File: src/sv/e2q_pkg.sv
// Package for the Euler-to-quaternion pipeline: CORDIC constants and arctangent table.
// Used by every module of the block; depends on nothing.
package e2q_pkg;
	localparam int CordicSteps = 30;
	localparam int QW = 34;          // Q2.30 plus headroom for the fold and the residual
	localparam logic signed [QW-1:0] PiQ30     = 34'sd3373259426;
	localparam logic signed [QW-1:0] HalfPiQ30 = 34'sd1686629713;
	localparam logic signed [QW-1:0] GainQ30   = 34'sd652032874;

	typedef logic signed [QW-1:0] q30_t;

	typedef struct packed {
		q30_t x;
		q30_t y;
		q30_t z;
	} rot_t;

	typedef struct packed {
		rot_t roll;
		rot_t pitch;
		rot_t yaw;
		logic flip_r;
		logic flip_p;
		logic flip_y;
	} cell_data_t;

	function automatic q30_t atan_q30(input int i);
		q30_t t;
		case (i)
			0: t = 34'sd843314857;
			1: t = 34'sd497837829;
			2: t = 34'sd263043837;
			3: t = 34'sd133525159;
			4: t = 34'sd67021687;
			5: t = 34'sd33543516;
			6: t = 34'sd16775851;
			7: t = 34'sd8388437;
			8: t = 34'sd4194283;
			9: t = 34'sd2097149;
			default: t = q30_t'(34'sd1 <<< (30 - i));
		endcase
		return t;
	endfunction
endpackage

File: src/sv/e2q_cell.sv
// One CORDIC micro-rotation for all three angles, one register stage.
// Depends on e2q_pkg.
module e2q_cell #(
	parameter int STEP = 0
) (
	input  logic                  clk,
	input  logic                  arst_n,
	input  logic                  en,
	input  logic                  vld_in,
	input  e2q_pkg::cell_data_t   d_in,
	output logic                  vld_out,
	output e2q_pkg::cell_data_t   d_out
);
	function automatic e2q_pkg::rot_t rotate(input e2q_pkg::rot_t r);
		e2q_pkg::rot_t o;
		e2q_pkg::q30_t dx;
		e2q_pkg::q30_t dy;
		dx = r.y >>> STEP;
		dy = r.x >>> STEP;
		if (!r.z[e2q_pkg::QW-1]) begin
			o.x = r.x - dx;
			o.y = r.y + dy;
			o.z = r.z - e2q_pkg::atan_q30(STEP);
		end else begin
			o.x = r.x + dx;
			o.y = r.y - dy;
			o.z = r.z + e2q_pkg::atan_q30(STEP);
		end
		return o;
	endfunction

	e2q_pkg::cell_data_t d_q;
	logic vld_q;

	always_ff @(posedge clk or negedge arst_n) begin
		if (!arst_n) begin
			vld_q <= 1'b0;
		end else if (en) begin
			vld_q <= vld_in;
		end
	end

	always_ff @(posedge clk) begin
		if (en) begin
			d_q.roll   <= rotate(d_in.roll);
			d_q.pitch  <= rotate(d_in.pitch);
			d_q.yaw    <= rotate(d_in.yaw);
			d_q.flip_r <= d_in.flip_r;
			d_q.flip_p <= d_in.flip_p;
			d_q.flip_y <= d_in.flip_y;
		end
	end

	assign vld_out = vld_q;
	assign d_out   = d_q;
endmodule

File: config.mk
export PLATFORM = sky130hd
export DESIGN_NAME = e2q_cell
export DESIGN_NICKNAME = d
export VERILOG_FILES = /design/src/sv/e2q_pkg.sv /design/src/sv/e2q_cell.sv
export SDC_FILE = /design/constraint.sdc
export NUM_CORES = 1
export LEC_CHECK = 0
export ABC_CLOCK_PERIOD_IN_PS = 800
export BUFFER_PORTS_ARGS = -buffer_cell sky130_fd_sc_hd__buf_2
export CAP_MARGIN = 20
export CELL_PAD_IN_SITES_DETAIL_PLACEMENT = 2
export CELL_PAD_IN_SITES_GLOBAL_PLACEMENT = 2
export CORE_MARGIN = 8
export CORE_UTILIZATION = 31
export DETAILED_ROUTE_END_ITERATION = 8
export PLACE_DENSITY = 0.82
export SLEW_MARGIN = 20
export SYNTH_ARGS = -nofsm -noshare
export SYNTH_HDL_FRONTEND = slang
export SYNTH_SLANG_ARGS = --single-unit
File: constraint.sdc
create_clock -name clk -period 0.8 [get_ports clk]
set_input_delay 0.16 -clock clk [delete_from_list [all_inputs] [get_ports clk]]
set_output_delay 0.16 -clock clk [all_outputs]
set_load 0.02 [all_outputs]
==> summary.md, run 1 <==
| Metric | Value |
|---|---|
| Area fraction in compound gates after synthesis | 25.7% |
| Post-synthesis cell area | 31300 um^2 |
| Leading area contributor after synthesis | edfxtp_1 |
| Mean Syn Cell Area | 8.56 um^2 |
| Register bit total from synthesis | 307 |
| Setup Fix Bufs, Post-CTS | 239 |
| Yosys warning count | 0 |
| Placer Congestion | 0.932 |
| Post-synth ARST share | 0.326% |
| Post-synthesis mux area share | 1.61% |
| Post-cts resize count | 1124 |
| Post-Place Cell Area | 47800 um^2 |
| Post-Synth Adder-Cell Area | 16.5% |
| Cts bufs inserted | 44 |
| Post-synth EDFFs | 306 |
| Clock Sinks | 307 |
| Area share of and/or/nand/nor cells after synthesis | 13.4% |
| H-tree depth | 2 |
| Synth top area share | 29.3% |
| Cell variety after synth | 96 |
| Die Height | 334 um |
| Cell Rows | 116 |
| Seq/Total Area, Yosys | 29.4% |
| Largest family of logic cells by synthesized area | compound AO/OA/AOI/OAI gates |
| Synth Instances | 3658 |
| Hpwl dp | 175 mm |
| Top cells by area, synth | edfxtp_1 29%, ha_1 16%, a21oi_1 7.0%, xnor2_1 5.8%, inv_1 3.9% |
| Die Wd | 334 um |
| Placed Instances | 6781 |
| Hold Buf Count CTS | 11 |
| Num ports | 623 |
| Initial Utilization | 31.3% |
| Max Buffers Root-to-Sink | 3 |
| Stop err | [ERROR DPL-0033] detailed placement checks failed during check placement. |
| CTS root buf | clkbuf_16 |
| Status | aborted with a tool error |
| Setup WS pre-CTS | -3220 ps |
| Fail Step | 4_1_cts |
| Post-synthesis xor/xnor area fraction | 7.30% |
| Main flop type after synthesis | edfxtp_1 |
| Port-buffer cells | 622 |
| Net Count, Synth | 4376 |
cell usage after synthesis (9+ instances only):
master	n
or4_1	9
a211o_1	9
or3_1	24
nor2b_1	49
a31oi_1	38
a21o_1	148
inv_1	329
nor3_1	72
xor2_1	55
and2_1	19
mux2i_1	47
nand2_1	184
o21bai_1	79
a311oi_1	9
o311ai_0	11
ha_1	393
fa_1	12
nand2b_1	37
nor2_1	297
a21oi_1	437
o21a_1	40
a211oi_1	31
o21ai_0	225
buf_2	24
o31ai_1	30
and3_1	19
edfxtp_1	306
o31a_1	11
xnor2_1	206
a21boi_0	20
a221oi_1	9
clkbuf_1	101
nand3b_1	11
buf_1	26
nand4_1	36
o41ai_1	12
a2111oi_0	12
nand3_1	59
o21ai_1	23
o211ai_1	23
nor4_1	23
through the flow:
step	utilization [%]	setup TNS, ps
floorplan	-	-369560
global placement	47.8	-589290
detailed placement	47.8	-651720
cell families after synthesis:
| kind of cell | Yosys count |
|---|---|
| flip-flops | 307 |
| buffers and inverters | 497 |
| XOR/XNOR | 261 |
| AND/OR/NAND/NOR | 873 |
| multiplexers | 50 |
| adder cells (fa/ha/maj) | 405 |
| AO/OA/AOI/OAI | 1265 |
==> run 2: changes to the inputs <==
Settings changed: ABC_CLOCK_PERIOD_IN_PS 800 to 1050, CELL_PAD_IN_SITES_DETAIL_PLACEMENT 2 to unset, CELL_PAD_IN_SITES_GLOBAL_PLACEMENT 2 to unset, CORE_UTILIZATION 31 to 34, PLACE_DENSITY 0.82 to unset, PLACE_DENSITY_LB_ADDON set to 0.15.
Clock period 0.8 ns to 1.05 ns, I/O delays scaled along.
==> summary.md, run 2 <==
| Metric | Value |
|---|---|
| Routed Antenna Nets | 0 |
| Seq/Total Area, Yosys | 29.4% |
| Cell variety after synth | 96 |
| Top post-synthesis cells by count | 437 x a21oi_1, 393 x ha_1, 329 x inv_1, 306 x edfxtp_1, 297 x nor2_1 |
| CP Capture Type | flip-flop |
| Most common cell after layout, fill and taps aside | buf_4 |
| Pwr dens | 1190 nW/um^2 |
| DR iter-0 viols | 2501 |
| Post-synth ARST share | 0.326% |
| Bufs and invs on worst path | 1 |
| CP max stage cell | or4_4 |
| Fraction of layout cells with a size suffix above 1 | 54.7% |
| Largest net degree at the start of global routing | 94 |
| Leading area contributor after synthesis | edfxtp_1 |
| Die Wd | 320 um |
| HP Class | input pin to flip-flop |
| Register bit total from synthesis | 307 |
| Sw power | 24900 uW |
| Placed Instances | 6601 |
| Logic pwr share | 50.3% |
| Total Power | 66600 uW |
| Port-buffer cells | 622 |
| Clk_skew | 0 ps |
| Fin. Hold Viols | 0 |
| Final WS setup | -1340 ps |
| Top-count cell post-synth | a21oi_1 |
| CTS root buf | clkbuf_16 |
| CP arrival | 2760 ps |
| Failing checks | setup timing |
| Total GRT Usage | 25.7% |
| Final instance area | 55900 um^2 |
| Most frequent cells in the layout | 1341 x buf_4, 561 x buf_2, 306 x edfxtp_1 |
| Vias in the first global route | 36.4k |
| Num ports | 623 |
| Initial DRT Pass Iterations | 5 |
| Peak VDD IR | 1240 uV |
| Sw Share | 37.4% |
| Yosys warning count | 0 |
| Max Slew Vio Count | 0 |
| Worst-Margin Slew | 965 ps |
| First-pass GRT wire length | 209 mm |
| Crit path time final | 2390 ps |
| Initial Utilization | 34.2% |
| Die Area | 102000 um^2 |
| Die Height | 320 um |
| Post-route clock period utilization | 228% |
| Kind of critical path | input pin to flip-flop |
| Total Nets Final | 6395 |
| Cell Rows | 111 |
| Mean Syn Cell Area | 8.56 um^2 |
| Net Count, Synth | 4376 |
| FF-to-FF End | vld_out$_DFFE_PN0P_ |
| Via/cell ratio | 5.19 |
| Flop2flop setup slack | 300 ps |
| Hpwl dp | 111 mm |
| Antenna violations before repair | 41 |
| Internal Pwr Total | 41700 uW |
| Post-synth EDFFs | 306 |
| Core Box Area | 91500 um^2 |
| Total negative setup slack | -344840 ps |
| Area Overhead vs Synth | 78.4% |
| Crit path max fanout | 3 |
| Slew headroom | 35.7% |
| H-tree depth | 2 |
| Crit path depth | 12 |
| GRT overflow | 0 |
| Clk slew on worst S/H paths | 60 ps |
| Crit path to | d_out[96]$_DFFE_PP_ |
| Main flop type after synthesis | edfxtp_1 |
| Placer Congestion | 0.935 |
| Clock power frac | 24.1% |
| Max reg flops | 306 |
| Synth top area share | 29.3% |
| Type of origin of the critical path | input pin |
| R2R Path Start | vld_out$_DFFE_PN0P_ |
| Sequential power share | 25.7% |
| Static Leak | 0.0256 uW |
| Max Cap Viol | 0 |
| CP Data Required Time | 1420 ps |
| Setup violators final | 678 |
| Post-synthesis cell area | 31300 um^2 |
| Max Buffers Root-to-Sink | 3 |
| Drt wl/cell | 20.3 um |
| Cell Chain, Critical Path | buf_2, ha_4, a21o_1, a21oi_2, o21ai_2, a31o_1, or4_4, a31oi_4, nor2_2, a311o_1, a2111oi_2, a211oi_1 |
| Slowest stage delay, CP | 430 ps |
| Cts bufs inserted | 42 |
| Top cells by area, synth | edfxtp_1 29%, ha_1 16%, a21oi_1 7.0%, xnor2_1 5.8%, inv_1 3.9% |
| Status | finished with violations |
| Via Count | 35.9k |
| Post-Place Cell Area | 47100 um^2 |
| Critical path launch point | d_in[83] |
| CTS tree | done |
| Clock latency on the worst-skew pair | 600 ps |
| CP delay by family, top | compound AO/OA/AOI/OAI gates |
| Clock Sinks | 307 |
| R2R cell count | 1 |
| DRT Wirelength | 140 mm |
| Unrepaired setup endpoints after global routing | true |
| DRC | 0 |
| Synth Instances | 3658 |
| Non-Filler Instances | 6918 |
| Peak Freq | 418 MHz |
## run 2: cells by family after synthesis
logic type	synth area share, %
buf+inv	6.10
xor+xnor	7.30
mux	1.61
compound gates	25.7
flops	29.4
simple gates	13.4
fa+ha+maj	16.5
## run 2: layout make-up
cell class	instances	area [um^2]
inverters	342	1560
repair inverters	1	11.3
flip-flops and latches	307	9210
diodes	22	55.1
multi-input cells	2854	26200
repair buffers	2129	15800
well taps	1186	1480
clock buffers	48	1140
clock inverters	29	369
fillers	7792	35600
## run 2: worst min-delay path by stage
| stage | start | end | slack [ps] | cells after the start |
|---|---|---|---|---|
| after floorplan | arst_n | vld_out$_DFFE_PN0P_ | -90 | 0 |
| after global placement | arst_n | vld_out$_DFFE_PN0P_ | 7 | 1 |
| after detailed placement | arst_n | vld_out$_DFFE_PN0P_ | 0.6 | 1 |
| after CTS | d_in[35] | d_out[36]$_DFFE_PP_ | -10 | 3 |
| after global routing | d_in[105] | d_out[105]$_DFFE_PP_ | 30 | 4 |
| final | d_in[35] | d_out[36]$_DFFE_PP_ | 40 | 3 |
## run 2: timing repair
action / in CTS / in global routing
endpoints found under the setup margin: 593 / 629
cloned: 2 / 0
buffers inserted: 179 / 97
hold buffers: 11 / 0
gates resized for setup: 851 / 313
hold endpoints to repair: 12 / 0
pin swaps: 457 / 339
## run 2: power by group through the flow
stage | logic [uW] | registers, uW | clock network, uW
2_1_floorplan | 12200 | 19700 | 0
3_3_place_gp | 27700 | 17300 | 0
3_5_place_dp | 27800 | 17300 | 0
4_1_cts | 31700 | 17100 | 16500
5_1_grt | 35700 | 17200 | 16800
6_report | 33500 | 17100 | 16000
## run 2: metal layers
metal	GRT usage (%)	share of wire, %
met3	7.65	8.0
met1	30.9	41
met2	44.3	48
met5	0	0.14
met4	7.49	2.9
## run 2: stage by stage
| stage | setup slack, ps | hold WS, ps | util (%) |
|---|---|---|---|
| after floorplan | -1810 | -85.6 | - |
| after global routing | -1380 | 29.2 | 61.0 |
| after global placement | -2100 | 6.85 | 51.5 |
| after CTS | -1260 | -9.66 | 58.9 |
| final | -1340 | 37.4 | 61.1 |
| after detailed placement | -2200 | 0.566 | 51.5 |
(Power assumes the default switching activity.)
